<file path="src/design/owtsm_pkg.sv">
// ----------------------------------------------------------------------------
// owtsm_pkg: shared types and constants for the 1-Wire temperature master
// Word types, configuration register map, status codes and delay loading.
// ----------------------------------------------------------------------------
`default_nettype none

package owtsm_pkg;

    // Delay counter width and limit
    localparam int DELAY_BITS = 10;
    localparam logic [DELAY_BITS-1:0] DELAY_MAX = {DELAY_BITS{1'b1}};

    // Configuration register widths
    localparam int CFG_WIDE_W  = 10;
    localparam int CFG_SLOT_W  = 8;
    localparam int CFG_INDEX_W = 3;
    localparam int LOAD_W      = (DELAY_BITS > CFG_WIDE_W) ? DELAY_BITS : CFG_WIDE_W;

    // Configuration register indexes
    localparam logic [CFG_INDEX_W-1:0] CFG_RESET_LOW      = 3'd0;
    localparam logic [CFG_INDEX_W-1:0] CFG_PRESENCE_WAIT  = 3'd1;
    localparam logic [CFG_INDEX_W-1:0] CFG_AFTER_PRESENCE = 3'd2;
    localparam logic [CFG_INDEX_W-1:0] CFG_SLOT           = 3'd3;
    localparam logic [CFG_INDEX_W-1:0] CFG_READ_SAMPLE    = 3'd4;

    // Request kinds
    localparam logic [1:0] KIND_TICK    = 2'd0;
    localparam logic [1:0] KIND_CONVERT = 2'd1;
    localparam logic [1:0] KIND_READ    = 2'd2;

    // Completion status codes
    localparam logic [1:0] STATUS_OK          = 2'd0;
    localparam logic [1:0] STATUS_NO_PRESENCE = 2'd1;
    localparam logic [1:0] STATUS_ALL_ONES    = 2'd2;

    // ROM and function commands
    localparam logic [7:0] CMD_SKIP_ROM  = 8'hCC;
    localparam logic [7:0] CMD_CONVERT   = 8'h44;
    localparam logic [7:0] CMD_READ_PAD  = 8'hBE;
    localparam logic [7:0] BYTE_ALL_ONES = 8'hFF;

    typedef struct packed {
        logic [1:0] kind;
        logic       bus_level;
    } in_word_t;

    typedef struct packed {
        logic               drive_low;
        logic               busy_res;
        logic               done_res;
        logic [1:0]         status;
        logic signed [15:0] temperature;
    } out_word_t;

    typedef struct packed {
        logic [CFG_WIDE_W-1:0] reset_low_us;
        logic [CFG_WIDE_W-1:0] presence_wait_us;
        logic [CFG_WIDE_W-1:0] after_presence_us;
        logic [CFG_SLOT_W-1:0] slot_us;
        logic [CFG_SLOT_W-1:0] read_sample_us;
    } cfg_t;

    // Zero counts as one tick, values above the counter range saturate
    function automatic logic [DELAY_BITS-1:0] load_delay(input logic [CFG_WIDE_W-1:0] v);
        logic [LOAD_W-1:0] wide_v;
        wide_v = LOAD_W'(v);
        if (v == '0)
            return DELAY_BITS'(1);
        else if (wide_v > LOAD_W'(DELAY_MAX))
            return DELAY_MAX;
        else
            return DELAY_BITS'(wide_v);
    endfunction

endpackage

`default_nettype wire

</file>
<file path="src/design/owtsm_cfg_regs.sv">
// ----------------------------------------------------------------------------
// owtsm_cfg_regs: timing register file
// Holds the five bus timing registers, written through the config channel.
// ----------------------------------------------------------------------------
`default_nettype none

module owtsm_cfg_regs (
    input  wire logic                           clk,
    input  wire logic                           rst_n,
    input  wire logic                           wr_en,
    input  wire logic [owtsm_pkg::CFG_INDEX_W-1:0] wr_index,
    input  wire logic [owtsm_pkg::CFG_WIDE_W-1:0]  wr_data,
    output owtsm_pkg::cfg_t                     cfg
);
    import owtsm_pkg::*;

    cfg_t cfg_reg;
    cfg_t cfg_next;

    // Decode the written register
    always_comb
    begin
        cfg_next = cfg_reg;
        if (wr_en)
        begin
            unique case (wr_index)
                CFG_RESET_LOW:      cfg_next.reset_low_us      = wr_data;
                CFG_PRESENCE_WAIT:  cfg_next.presence_wait_us  = wr_data;
                CFG_AFTER_PRESENCE: cfg_next.after_presence_us = wr_data;
                CFG_SLOT:           cfg_next.slot_us           = wr_data[CFG_SLOT_W-1:0];
                CFG_READ_SAMPLE:    cfg_next.read_sample_us    = wr_data[CFG_SLOT_W-1:0];
                default:            cfg_next = cfg_reg;
            endcase
        end
    end

    // Hold the registers, load defaults at reset
    always_ff @(posedge clk or negedge rst_n)
    begin
        if (!rst_n)
        begin
            cfg_reg.reset_low_us      <= CFG_WIDE_W'(480);
            cfg_reg.presence_wait_us  <= CFG_WIDE_W'(70);
            cfg_reg.after_presence_us <= CFG_WIDE_W'(410);
            cfg_reg.slot_us           <= CFG_SLOT_W'(60);
            cfg_reg.read_sample_us    <= CFG_SLOT_W'(10);
        end
        else
        begin
            cfg_reg <= cfg_next;
        end
    end

    assign cfg = cfg_reg;

endmodule

`default_nettype wire

</file>
<file path="src/design/owtsm_seq.sv">
// ----------------------------------------------------------------------------
// owtsm_seq: 1-Wire command sequencer
// Advances reset, presence, write slot and read slot timing by one tick per
// word and forms the result word for that tick.
// ----------------------------------------------------------------------------
`default_nettype none

module owtsm_seq (
    input  wire logic                 clk,
    input  wire logic                 rst_n,
    input  wire logic                 step_en,
    input  wire owtsm_pkg::in_word_t  in_word,
    input  wire owtsm_pkg::cfg_t      cfg,
    output owtsm_pkg::out_word_t      result
);
    import owtsm_pkg::*;

    typedef enum logic [3:0] {
        PH_IDLE, PH_RST_LOW, PH_RST_WAIT, PH_RST_TAIL,
        PH_W_START, PH_W_SLOT, PH_W_REC,
        PH_R_START, PH_R_WAIT, PH_R_TAIL
    } phase_t;

    phase_t                phase_reg, phase_next;
    logic [DELAY_BITS-1:0] delay_reg, delay_next;
    logic [2:0]            bit_reg, bit_next;
    logic [1:0]            byte_reg, byte_next;
    logic [7:0]            shift_reg, shift_next;
    logic [7:0]            low_reg, low_next;
    logic                  is_read_reg, is_read_next;
    logic [15:0]           temp_reg, temp_next;

    logic                  drive;
    logic                  done;
    logic [1:0]            status;
    logic                  tick_end;
    logic                  end_bit;
    logic [7:0]            cmd_byte;
    logic [CFG_SLOT_W-1:0] tail_len;

    // Step the sequencer by one tick
    always_comb
    begin
        phase_next   = phase_reg;
        delay_next   = delay_reg;
        bit_next     = bit_reg;
        byte_next    = byte_reg;
        shift_next   = shift_reg;
        low_next     = low_reg;
        is_read_next = is_read_reg;
        temp_next    = temp_reg;
        drive        = 1'b0;
        done         = 1'b0;
        status       = STATUS_OK;
        end_bit      = 1'b0;
        tail_len     = cfg.slot_us - cfg.read_sample_us;

        // Start a command on an idle tick
        if (phase_reg == PH_IDLE &&
            (in_word.kind == KIND_CONVERT || in_word.kind == KIND_READ))
        begin
            phase_next   = PH_RST_LOW;
            delay_next   = load_delay(cfg.reset_low_us);
            is_read_next = (in_word.kind == KIND_READ);
            bit_next     = '0;
            byte_next    = '0;
            shift_next   = '0;
        end

        cmd_byte = (byte_next == 2'd0) ? CMD_SKIP_ROM
                 : (is_read_next ? CMD_READ_PAD : CMD_CONVERT);

        // Count down the timed phase
        tick_end = (delay_next <= DELAY_BITS'(1));

        unique case (phase_next)
            PH_IDLE:
            begin
                phase_next = PH_IDLE;
            end
            PH_RST_LOW:
            begin
                drive = 1'b1;
                if (tick_end)
                begin
                    phase_next = PH_RST_WAIT;
                    delay_next = load_delay(cfg.presence_wait_us);
                end
                else
                    delay_next = delay_next - DELAY_BITS'(1);
            end
            PH_RST_WAIT:
            begin
                if (tick_end)
                begin
                    if (in_word.bus_level)
                    begin
                        phase_next = PH_IDLE;
                        delay_next = '0;
                        done       = 1'b1;
                        status     = STATUS_NO_PRESENCE;
                    end
                    else
                    begin
                        phase_next = PH_RST_TAIL;
                        delay_next = load_delay(cfg.after_presence_us);
                    end
                end
                else
                    delay_next = delay_next - DELAY_BITS'(1);
            end
            PH_RST_TAIL:
            begin
                if (tick_end)
                begin
                    delay_next = '0;
                    phase_next = PH_W_START;
                    bit_next   = '0;
                    byte_next  = '0;
                end
                else
                    delay_next = delay_next - DELAY_BITS'(1);
            end
            PH_W_START:
            begin
                drive      = 1'b1;
                phase_next = PH_W_SLOT;
                delay_next = load_delay(CFG_WIDE_W'(cfg.slot_us));
            end
            PH_W_SLOT:
            begin
                drive = !cmd_byte[bit_next];
                if (tick_end)
                begin
                    delay_next = '0;
                    phase_next = PH_W_REC;
                end
                else
                    delay_next = delay_next - DELAY_BITS'(1);
            end
            PH_W_REC:
            begin
                if (bit_next != 3'd7)
                begin
                    bit_next   = bit_next + 3'd1;
                    phase_next = PH_W_START;
                end
                else
                begin
                    bit_next = '0;
                    if (byte_next == 2'd0)
                    begin
                        byte_next  = 2'd1;
                        phase_next = PH_W_START;
                    end
                    else if (!is_read_next)
                    begin
                        phase_next = PH_IDLE;
                        delay_next = '0;
                        done       = 1'b1;
                        status     = STATUS_OK;
                    end
                    else
                    begin
                        byte_next  = '0;
                        shift_next = '0;
                        phase_next = PH_R_START;
                    end
                end
            end
            PH_R_START:
            begin
                drive      = 1'b1;
                phase_next = PH_R_WAIT;
                delay_next = load_delay(CFG_WIDE_W'(cfg.read_sample_us));
            end
            PH_R_WAIT:
            begin
                if (tick_end)
                begin
                    delay_next = '0;
                    shift_next[bit_next] = shift_next[bit_next] | in_word.bus_level;
                    if (cfg.slot_us > cfg.read_sample_us)
                    begin
                        phase_next = PH_R_TAIL;
                        delay_next = load_delay(CFG_WIDE_W'(tail_len));
                    end
                    else
                        end_bit = 1'b1;
                end
                else
                    delay_next = delay_next - DELAY_BITS'(1);
            end
            PH_R_TAIL:
            begin
                if (tick_end)
                begin
                    delay_next = '0;
                    end_bit    = 1'b1;
                end
                else
                    delay_next = delay_next - DELAY_BITS'(1);
            end
            default:
            begin
                phase_next = PH_IDLE;
            end
        endcase

        // Close a read bit: next bit, next byte, or finish the read
        if (end_bit)
        begin
            if (bit_next != 3'd7)
            begin
                bit_next   = bit_next + 3'd1;
                phase_next = PH_R_START;
            end
            else
            begin
                bit_next = '0;
                if (byte_next == 2'd0)
                begin
                    low_next   = shift_next;
                    shift_next = '0;
                    byte_next  = 2'd1;
                    phase_next = PH_R_START;
                end
                else
                begin
                    phase_next = PH_IDLE;
                    delay_next = '0;
                    done       = 1'b1;
                    if (low_next == BYTE_ALL_ONES && shift_next == BYTE_ALL_ONES)
                        status = STATUS_ALL_ONES;
                    else
                    begin
                        temp_next = {shift_next, low_next};
                        status    = STATUS_OK;
                    end
                end
            end
        end
    end

    // Hold sequencer state, advance on each accepted word
    always_ff @(posedge clk or negedge rst_n)
    begin
        if (!rst_n)
        begin
            phase_reg   <= PH_IDLE;
            delay_reg   <= '0;
            bit_reg     <= '0;
            byte_reg    <= '0;
            shift_reg   <= '0;
            low_reg     <= '0;
            is_read_reg <= 1'b0;
            temp_reg    <= '0;
        end
        else if (step_en)
        begin
            phase_reg   <= phase_next;
            delay_reg   <= delay_next;
            bit_reg     <= bit_next;
            byte_reg    <= byte_next;
            shift_reg   <= shift_next;
            low_reg     <= low_next;
            is_read_reg <= is_read_next;
            temp_reg    <= temp_next;
        end
    end

    // Form the result word for this tick
    always_comb
    begin
        result.drive_low   = drive;
        result.busy_res    = (phase_next != PH_IDLE);
        result.done_res    = done;
        result.status      = status;
        result.temperature = temp_next;
    end

endmodule

`default_nettype wire

</file>
<file path="src/design/onewire_temp_sensor_master_core.sv">
// ----------------------------------------------------------------------------
// onewire_temp_sensor_master_core: 1-Wire master for one temperature sensor
// Runs reset/presence, skip ROM and convert or read scratchpad, one tick
// per input word, and returns one result word per tick.
// ----------------------------------------------------------------------------
//  channel | direction | handshake              | payload
//  in      | in        | in_valid / in_ready    | in_data  (kind, bus_level)
//  out     | out       | out_valid / out_ready  | out_data (drive_low, busy_res,
//          |           |                        |   done_res, status, temperature)
//  cfg     | in        | cfg_valid / cfg_ready  | cfg_index, cfg_data
//
// One input word per clock while the output is not stalled; its result sits in
// the output register on the next cycle. The sequencer state update is the only
// path per word. A new word is taken while the output register is empty or being
// drained, so a stalled consumer stalls the input one for one.
// Reset clears the sequencer, loads default timings and empties the output.
// ----------------------------------------------------------------------------
`default_nettype none

module onewire_temp_sensor_master_core (
    input  wire logic                              clk,
    input  wire logic                              rst_n,
    input  wire logic                              in_valid,
    output logic                                   in_ready,
    input  wire owtsm_pkg::in_word_t               in_data,
    output logic                                   out_valid,
    input  wire logic                              out_ready,
    output owtsm_pkg::out_word_t                   out_data,
    input  wire logic                              cfg_valid,
    output logic                                   cfg_ready,
    input  wire logic [owtsm_pkg::CFG_INDEX_W-1:0] cfg_index,
    input  wire logic [owtsm_pkg::CFG_WIDE_W-1:0]  cfg_data
);
    import owtsm_pkg::*;

    cfg_t      cfg;
    out_word_t result;
    out_word_t out_data_reg;
    logic      out_valid_reg, out_valid_next;
    logic      in_accept;

    assign cfg_ready = 1'b1;
    assign in_ready  = !out_valid_reg || out_ready;
    assign in_accept = in_valid && in_ready;

    owtsm_cfg_regs u_cfg_regs (
        .clk      (clk),
        .rst_n    (rst_n),
        .wr_en    (cfg_valid && cfg_ready),
        .wr_index (cfg_index),
        .wr_data  (cfg_data),
        .cfg      (cfg)
    );

    owtsm_seq u_seq (
        .clk     (clk),
        .rst_n   (rst_n),
        .step_en (in_accept),
        .in_word (in_data),
        .cfg     (cfg),
        .result  (result)
    );

    // Fill on accept, drop when taken
    assign out_valid_next = in_accept || (out_valid_reg && !out_ready);

    always_ff @(posedge clk or negedge rst_n)
    begin
        if (!rst_n)
            out_valid_reg <= 1'b0;
        else
            out_valid_reg <= out_valid_next;
    end

    // Hold the result word
    always_ff @(posedge clk)
    begin
        if (in_accept)
            out_data_reg <= result;
    end

    assign out_valid = out_valid_reg;
    assign out_data  = out_data_reg;

`ifndef SYNTHESIS
    a_accept_fills: assert property (@(posedge clk) disable iff (!rst_n)
        in_valid && in_ready |=> out_valid)
        else $error("accepted word produced no result");

    a_done_not_busy: assert property (@(posedge clk) disable iff (!rst_n)
        out_valid && out_data.done_res |-> !out_data.busy_res)
        else $error("done with busy still set");

    a_status_with_done: assert property (@(posedge clk) disable iff (!rst_n)
        out_valid && out_data.status != STATUS_OK |-> out_data.done_res)
        else $error("error status without done");

    a_stall_holds_input: assert property (@(posedge clk) disable iff (!rst_n)
        out_valid && !out_ready |-> !in_ready)
        else $error("input taken while output stalled");
`endif

endmodule

`default_nettype wire

</file>
<file path="config.mk">
export PLATFORM = sky130hd
export DESIGN_NAME = onewire_temp_sensor_master_core
export DESIGN_NICKNAME = d
export VERILOG_FILES = /design/src/design/owtsm_pkg.sv /design/src/design/owtsm_cfg_regs.sv /design/src/design/owtsm_seq.sv /design/src/design/onewire_temp_sensor_master_core.sv
export SDC_FILE = /design/constraint.sdc
export NUM_CORES = 1
export LEC_CHECK = 0
export ABC_AREA = 1
export BUFFER_PORTS_ARGS = -buffer_cell sky130_fd_sc_hd__buf_2
export CELL_PAD_IN_SITES_DETAIL_PLACEMENT = 0
export CELL_PAD_IN_SITES_GLOBAL_PLACEMENT = 1
export CORE_MARGIN = 3
export CORE_UTILIZATION = 49
export CTS_CLUSTER_DIAMETER = 120
export CTS_CLUSTER_SIZE = 30
export DETAILED_ROUTE_END_ITERATION = 12
export PLACE_DENSITY_LB_ADDON = 0.1
export SLEW_MARGIN = 40
export SYNTH_ARGS = -nofsm -noshare
export SYNTH_HDL_FRONTEND = slang
export SYNTH_HIERARCHICAL = 1
export SYNTH_SLANG_ARGS = --single-unit
</file>
<file path="constraint.sdc">
create_clock -name clk -period 9.1 [get_ports clk]
set_clock_uncertainty 0.1 [all_clocks]
set_input_delay 0.455 -clock clk [delete_from_list [all_inputs] [get_ports clk]]
set_output_delay 0.455 -clock clk [all_outputs]
set_load 0.05 [all_outputs]
</file>
# Word level (Yosys, flattened, before mapping)
# Index checks and enable logic that the tools add are counted.
# classes
reduce_logical	30
n_addsub	4
n_mux	97
n_eq_ne	19
n_bitwise	2
n_lt_le_gt_ge	7
# op_table
operator	n
$mux 10	19
$mux 8	13
$pmux 10 s7	1
$mux 16	4
$mux 4	11
$pmux 4 s9	1
$gt 10x10->1 const B	3
$logic_not 10->1	3
$mux 2	15
$logic_not 8->1	3
$mux 3	7
$eq 4x3->1 const B	4
$eq 8x8->1 const B	2
$mux 1	16
$pmux 8 s2	1
$le 10x1->1 const B	1
$reduce_and 2->1	5
$sub 10x1->10 const B	1
$bwmux 8	1
$eq 4x2->1 const B	2
$eq 4x4->1 const B	2
$gt 8x8->1	1
$sub 8x8->8	1
$add 3x1->3 const B	2
25 further kinds	40
# totals
register_bits	120
input_bits	21
elab_cells	178

# Logic depth before layout (Yosys ltp)
# Gate-level depths: netlist of the first run.
# logic_depth
depth_word	17
depth_mapped	27

# Modules after synthesis
# The synthesis of the first run kept the hierarchy.
# by_module_without_submodules
mod	cells_per_inst	seq_area_each_um2	n_inst	area_each_um2
owtsm_seq	795	1301.2	1	5076.1
owtsm_cfg_regs	210	1173.6	1	1880.6
onewire_temp_sensor_master_core	29	655.6	1	686.9

# Least setup slack after synthesis of the first run
# Ideal clock, no wire load.
# synth_path
path_type	input-to-reg
startpoint	input port in_data[1] (netlist bit)
endpoint	register out_data_reg (netlist bit out_data[9]) (data pin)
setup_time_ns	0.255
setup_slack_ns	4.767
cell_stages	23
arrival_time_ns	3.979
t_required_ns	8.745
path_cell_list	inv_1 -> ha_1 -> inv_2 -> nand3_4 -> buf_4 -> buf_4 -> buf_2 -> o21ai_0 -> inv_1 -> ha_1 -> nor2_1 -> nand3b_1 -> nor2_2 -> nand2_1 -> nand2_1 -> o21ai_0 -> ha_1 -> ha_1 -> nand3_2 -> nor2_4 -> buf_4 -> nand3_1 -> and2_1
# synth_lines
item	line_no	source
from (decl)	onewire_temp_sensor_master_core.sv:25	input wire owtsm_pkg::in_word_t in_data,
to (signal assigned)	onewire_temp_sensor_master_core.sv:79	out_data_reg <= result;
to (decl)	onewire_temp_sensor_master_core.sv:38	out_word_t out_data_reg;

==> impl_metrics.py, run 1 <==
metrics = {
    "synth": {
        "synth_top_cell_area_share_pct": 26.5,
        "syn-num-nets": 1071,
        "ys_types": 51,
        "syn_area_sq_mm": 0.00764,
        "synth-main-ff-cell": "dfrtp_1",
        "yosys_warnings": 6,
        "synth-async-reset-ratio_pct": 82.5,
        "synth_area_leader_cell": "dfrtp_1",
        "yosys-top-cells-area": "dfrtp_1 (27%), nand2_1 (16%), edfxtp_1 (8.3%), nand3_1 (8.0%), dfstp_2 (6.2%)",
        "synth-seq-cells": 120,
        "synth_common_cells": "nand2_1 (318), nand3_1 (122), inv_1 (113), dfrtp_1 (81), nor2_1 (70)",
        "synth-edff-count": 21,
        "synth-seq-area-share_pct": 41.0,
        "synth.avg_cell_area_sq_um": 7.39,
        "synth.most_common_cell": "nand2_1",
        "synth_cells": 1034,
    },
    "critical_path": {
        "cp-end-kind": "register",
        "worst_path_max_delay_cell": "nor2_4",
        "max_stage_delay_ns": 0.55,
        "start_kind": "register",
        "cp.required_ns": 9.18,
        "cp_common_cell": "ha_1",
        "worstPathArrival_ns": 5.04,
        "crit_fanout": 41,
        "path_class": "reg2reg",
        "critical_path.cell_chain": "nor2_2, nand3_4, inv_2, nand3_1, and2_1, ha_1, nor2_1, nand3b_1, nor2_2, nand2_1, nand2_1, o21ai_0, ha_1, ha_1, nand3_2, nor2_4, nand3_1, and2_1",
    },
    "power_and_ir_drop": {
        "p_int_mw": 1.46,
        "power.net_switching_mw": 1.16,
        "p_per_area_mw_per_mm2": 307,
        "vdd_drop_max_v": 0.000152,
        "seq_power_share_pct": 29.5,
        "p_leak_nw": 4.15,
        "clockPowerShare_pct": 26.0,
        "combPwrFrac_pct": 44.5,
        "swShare_pct": 44.2,
    },
    "global_route": {
        "grt_use_total_pct": 26.9,
        "grt-busiest-layer": "met2",
        "grt_use_met2_pct": 43.4,
        "grtUsageMet3_pct": 5.77,
        "antenna_found_initial": 0,
        "grt_overflow_total": 0,
        "grt_max_degree": 65,
        "grt_util_met1_pct": 35.0,
        "grt_pass1_vias": 6541,
        "grt_first_pass_wirelength_um": 35300,
    },
    "cts": {
        "cts_buffers": 17,
        "clock_sinks": 120,
        "h-tree-depth": 4,
        "cts_tree": "done",
        "path_clk_slew_ns": 0.05,
        "post_cts_resized": 0,
        "clk_path_buf_depth": 2,
        "root_buffer": "clkbuf_16",
        "clk_latency_ns": 0.42,
    },
    "route": {
        "routed_wl_um": 22100,
        "wl_per_cell_um": 17.1,
        "viasPerCell": 5.45,
        "postRouteAntennaNets": 0,
        "drc": 0,
        "firstDrtPassIters": 6,
        "vias": 7037,
        "drtIter0Drc": 602,
    },
    "sta": {
        "whs_ns": 0.174,
        "setup_viol": 0,
        "rsz0062_at_grt": "no",
        "worst_slew_pin_slew_ns": 0.751,
        "max_freq_ghz": 0.201,
        "finalSetupTns_ns": 0,
        "post-route-period-util_pct": 54.5,
        "relSlewSlack_pct": 49.5,
        "hold_viol_final": 0,
        "finalCriticalPeriod_ns": 4.96,
        "slew_viol_final": 0,
    },
    "placement": {
        "dpl.hpwl_um": 15900,
        "routabilityCongestion": 0.991,
        "port_buffers": 43,
    },
    "min_path": {
        "hold_class": "in2reg",
    },
    "cells_and_area": {
        "largest_reg_flops": 46,
        "multiInputGateArea_sq_mm": 0.00384,
        "regArea_sq_mm": 0.00313,
        "antenna_cells": 0,
        "area_growth_pct": 11.9,
        "n_fill_cell": 1509,
        "final_nets": 1105,
        "drive_gt1_share_pct": 13.5,
    },
    "floorplan": {
        "die-area_sq_mm": 0.0171,
        "initial_utilization_pct": 50.1,
        "die_h_um": 131,
        "core.rowCount": 45,
        "core_sq_mm": 0.0153,
        "io_pins": 45,
        "die_w_um": 131,
    },
    "run": {
        "drv_cap": 0,
    },
    "outcome": {
        "status": "finished clean",
    },
}
[critical path: cells and delay by family, from the launching register on]
family          cells  cell delay [ns]
fa+ha+maj           3             0.59
compound gates      1             0.30
buf+inv             1             0.33
flops               1             0.44
simple gates       13             2.94
[cells in the final DEF (no fill, tap or decap), types with 3 or more instances in the layout]
master and count:
nand2_1 318, nand3_1 122, inv_1 113, dfrtp_1 81, nor2_1 69, o21ai_0 49
buf_2 42, nand4_1 25, edfxtp_1 21, a21oi_1 20, nand2_2 19, clkbuf_16 18
dfstp_2 18, and2_1 16, ha_1 15, nor3_1 10, o21ai_1 10, nor2_2 8
nor4_1 8, xor2_1 8, o31ai_1 7, buf_4 6, a22oi_1 6, clkbuf_1 5
inv_2 5, o211ai_1 5, o221ai_1 5, nor2_4 4, a31oi_1 4, clkbuf_8 3
nor2_8 3, nand3_2 3, o22ai_1 3
[final timing paths]
kind,start,to,slack [ns],cells after the start
min in group asynchronous,rst_n,u_seq/temp_reg[4],0.47,2
max in group asynchronous,rst_n,u_cfg_regs/cfg[2],7.27,3
max,u_seq/phase_reg[3],out_data[0],4.14,18
max reg2reg,u_seq/phase_reg[3],out_data[0],4.14,18
min reg2reg,u_cfg_regs/cfg[37],u_cfg_regs/cfg[37],0.37,2
min,in_valid,out_valid,0.17,3
[power by group through the flow]
stage | Sequential (mW) | Combinational (mW) | Clock, mW
after detailed placement | 0.781 | 1.14 | 0
after floorplan | 0.794 | 0.843 | 0
after CTS | 0.774 | 1.15 | 0.691
after global routing | 0.791 | 1.29 | 0.716
final | 0.775 | 1.17 | 0.682
after global placement | 0.779 | 1.15 | 0
[cells by family after synthesis]
family / Yosys count / share of synthesized area, %
XOR/XNOR: 9 / 1.03
flip-flops: 120 / 41.0
other: 1 / 0.0491
adder cells (fa/ha/maj): 16 / 2.72
buffers and inverters: 154 / 8.95
AND/OR/NAND/NOR: 614 / 37.0
AO/OA/AOI/OAI: 120 / 9.28
[repair_timing]
item / CTS / global route
hold buffers: 1 / 0
setup buffers: 0 / 0
hold endpoints to repair: 41 / 0
[metrics by stage]
stage	cell area [sq um]	power, mW	worst slack [ns]	util [%]	instances
after floorplan	7640	1.64	4.77	-	1034
after global placement	7940	1.93	4.12	52.0	1259
after detailed placement	7940	1.93	4.05	52.0	1259
after CTS	8550	2.62	4.20	56.0	1292
after global routing	8550	2.80	3.71	56.0	1292
final	8550	2.63	4.14	56.0	1292
[area by class of cell]
cell class              count  area share, %
flip-flops and latches    120           36.6
repair buffers             49           3.10
clock inverters             6           1.02
clock buffers              26           5.97
inverters                 120           5.27
well taps                 211           3.09
multi-input cells         760           44.9
[routing by layer]
metal	share of wire, %	vias up	routed length (um)
met5	0	-	0
met4	3.8	0	845
met3	5.4	54	1200
met2	47	252	10300
met1	44	3266	9700
li1	-	3465	-
No activity file was read; power rests on OpenSTA's default activity.
==> inputs of run 2 (changes only) <==
- CORE_UTILIZATION: 49 -> 46
- clock period: 9.1 -> 4.9 ns (I/O delays scaled with it)
==> impl_metrics.py, run 2 (synthesis gave the netlist of run 1 again) <==
metrics = {
    "route": {
        "firstDrtPassIters": 6,
        "vias": 7039,
        "routed_wl_um": 22300,
        "routed.top_layer": "met4",
        "wl_per_cell_um": 17.0,
        "dr_wl_met3_um": 1290,
        "postRouteAntennaNets": 0,
        "viasPerCell": 5.37,
        "met1_length_um": 10500,
        "drtIter0Drc": 614,
        "drc": 0,
        "route.met2.wl_um": 10100,
    },
    "cells_and_area": {
        "finalNonFillerCells": 1312,
        "fin_util_pct": 54.6,
        "final_cell_mix": "nand2_1 (318), nand3_1 (122), inv_1 (113)",
        "final_nets": 1120,
        "final_common_cell": "nand2_1",
        "final_area_sq_mm": 0.00876,
        "n_fill_cell": 1595,
        "antenna_cells": 0,
        "drive_gt1_share_pct": 14.4,
        "largest_reg_flops": 46,
        "area_growth_pct": 14.6,
    },
    "placement": {
        "place_area_sq_mm": 0.00800,
        "port_buffers": 43,
        "placed_cells_incl_taps": 1271,
        "dpl.hpwl_um": 16200,
        "routabilityCongestion": 0.956,
    },
    "sta": {
        "relSlewSlack_pct": 47.6,
        "rsz0062_at_grt": "no",
        "slew_viol_final": 0,
        "hold_viol_final": 0,
        "finalCriticalPeriod_ns": 4.44,
        "max_freq_ghz": 0.225,
        "finalSetupTns_ns": 0,
        "setup_viol": 0,
        "post-route-period-util_pct": 90.6,
        "worst_slew_pin_slew_ns": 0.784,
    },
    "run": {
        "drv_cap": 0,
    },
    "cts": {
        "h-tree-depth": 4,
        "postCtsHoldBufs": 8,
        "path_clk_slew_ns": 0.06,
        "root_buffer": "clkbuf_16",
        "cts_tree": "done",
        "clk_latency_ns": 0.42,
        "clk_path_buf_depth": 2,
        "postCtsSetupBuffers": 0,
        "post_cts_resized": 0,
        "cts_buffers": 17,
        "clock_sinks": 120,
    },
    "global_route": {
        "grt_max_degree": 65,
        "grt_first_pass_wirelength_um": 36200,
        "antenna_found_initial": 0,
        "grt_use_total_pct": 25.3,
        "grt_pass1_vias": 6713,
        "grt_overflow_total": 0,
    },
    "floorplan": {
        "die_w_um": 135,
        "core_sq_mm": 0.0161,
        "die-area_sq_mm": 0.0182,
        "initial_utilization_pct": 47.6,
        "die_h_um": 135,
        "core.rowCount": 46,
        "io_pins": 45,
    },
    "min_path": {
        "hold_class": "in2reg",
        "hold_depth": 3,
    },
    "critical_path": {
        "cp.required_ns": 4.97,
        "worstPathArrival_ns": 4.51,
        "path_class": "reg2reg",
        "start_kind": "register",
        "r2r_cells": 17,
        "crit_fanout": 18,
        "cp-end-kind": "register",
    },
    "power_and_ir_drop": {
        "vdd_drop_max_v": 0.000348,
        "power_mw": 5.05,
        "p_leak_nw": 4.25,
        "p_per_area_mw_per_mm2": 577,
    },
    "outcome": {
        "status": "finished clean",
    },
}
[run 2: cell types whose count changed in the layout (fill, tap and decap cells not counted), moves of 3 or more]
cell	before	now
buf_4	6	13
bufinv_16	2	5
clkbuf_1	5	0
clkbuf_8	3	0
dlygate4sd3_1	1	8
inv_6	0	7
[run 2: area by class of cell]
type | count | area [sq um] | share of cell area [%]
clock buffers | 17 | 425 | 4.86
clock inverters | 15 | 234 | 2.67
inverters | 120 | 450 | 5.14
multi-input cells | 760 | 3840 | 43.9
flip-flops and latches | 120 | 3130 | 35.7
well taps | 216 | 270 | 3.08
repair buffers | 64 | 408 | 4.66
[run 2: stage by stage]
step                      worst slack, ns  hold WS, ns
after floorplan                     0.777       -0.151
after global placement              0.677        0.272
after detailed placement            0.525        0.264
after CTS                           0.519      0.00434
after global routing               0.0186       0.0139
final                               0.460       0.0175
[run 2: layer usage]
metal | GRT usage (%) | vias to the layer above
li1 | - | 3490
met1 | 35.9 | 3292
met2 | 39.2 | 226
met3 | 5.44 | 31
met4 | 7.58 | 0
met5 | 0 | -
[run 2: worst paths after layout]
| check | slack, ns | endpoint | start |
|---|---|---|---|
| min in group asynchronous | 0.13 | u_seq/bit_reg[2] | rst_n |
| hold / removal | 0.02 | u_cfg_regs/cfg[27] | cfg_data[1] |
| max in group asynchronous | 3.70 | u_cfg_regs/cfg[37] | rst_n |
| setup reg to reg | 0.46 | out_data[10] | u_seq/phase_reg[3] |
| setup / recovery | 0.46 | out_data[10] | u_seq/phase_reg[3] |
| hold reg to reg | 0.37 | u_cfg_regs/cfg[20] | u_cfg_regs/cfg[20] |
[run 2: worst max-delay path: stages (launching register included)]
cell	delay [ns]
dfrtp_1	0.43
nor2_2	0.39
nand3_4	0.17
o21ai_0	0.25
inv_1	0.11
ha_1	0.24
nor2_1	0.15
nand3b_1	0.17
nor2_2	0.07
nand2_1	0.10
nand2_1	0.15
o21ai_0	0.33
ha_1	0.23
ha_1	0.22
nand3_2	0.13
nor2_4	0.54
nand3_1	0.21
and2_1	0.20
[run 2: power breakdown]
| group | total (mW) | switching [mW] | internal [mW] |
|---|---|---|---|
| clock | 1.41 | 0.497 | 0.916 |
| combinational | 2.20 | 1.53 | 0.671 |
| sequential | 1.43 | 0.175 | 1.26 |
| total | 5.05 | 2.21 | 2.84 |
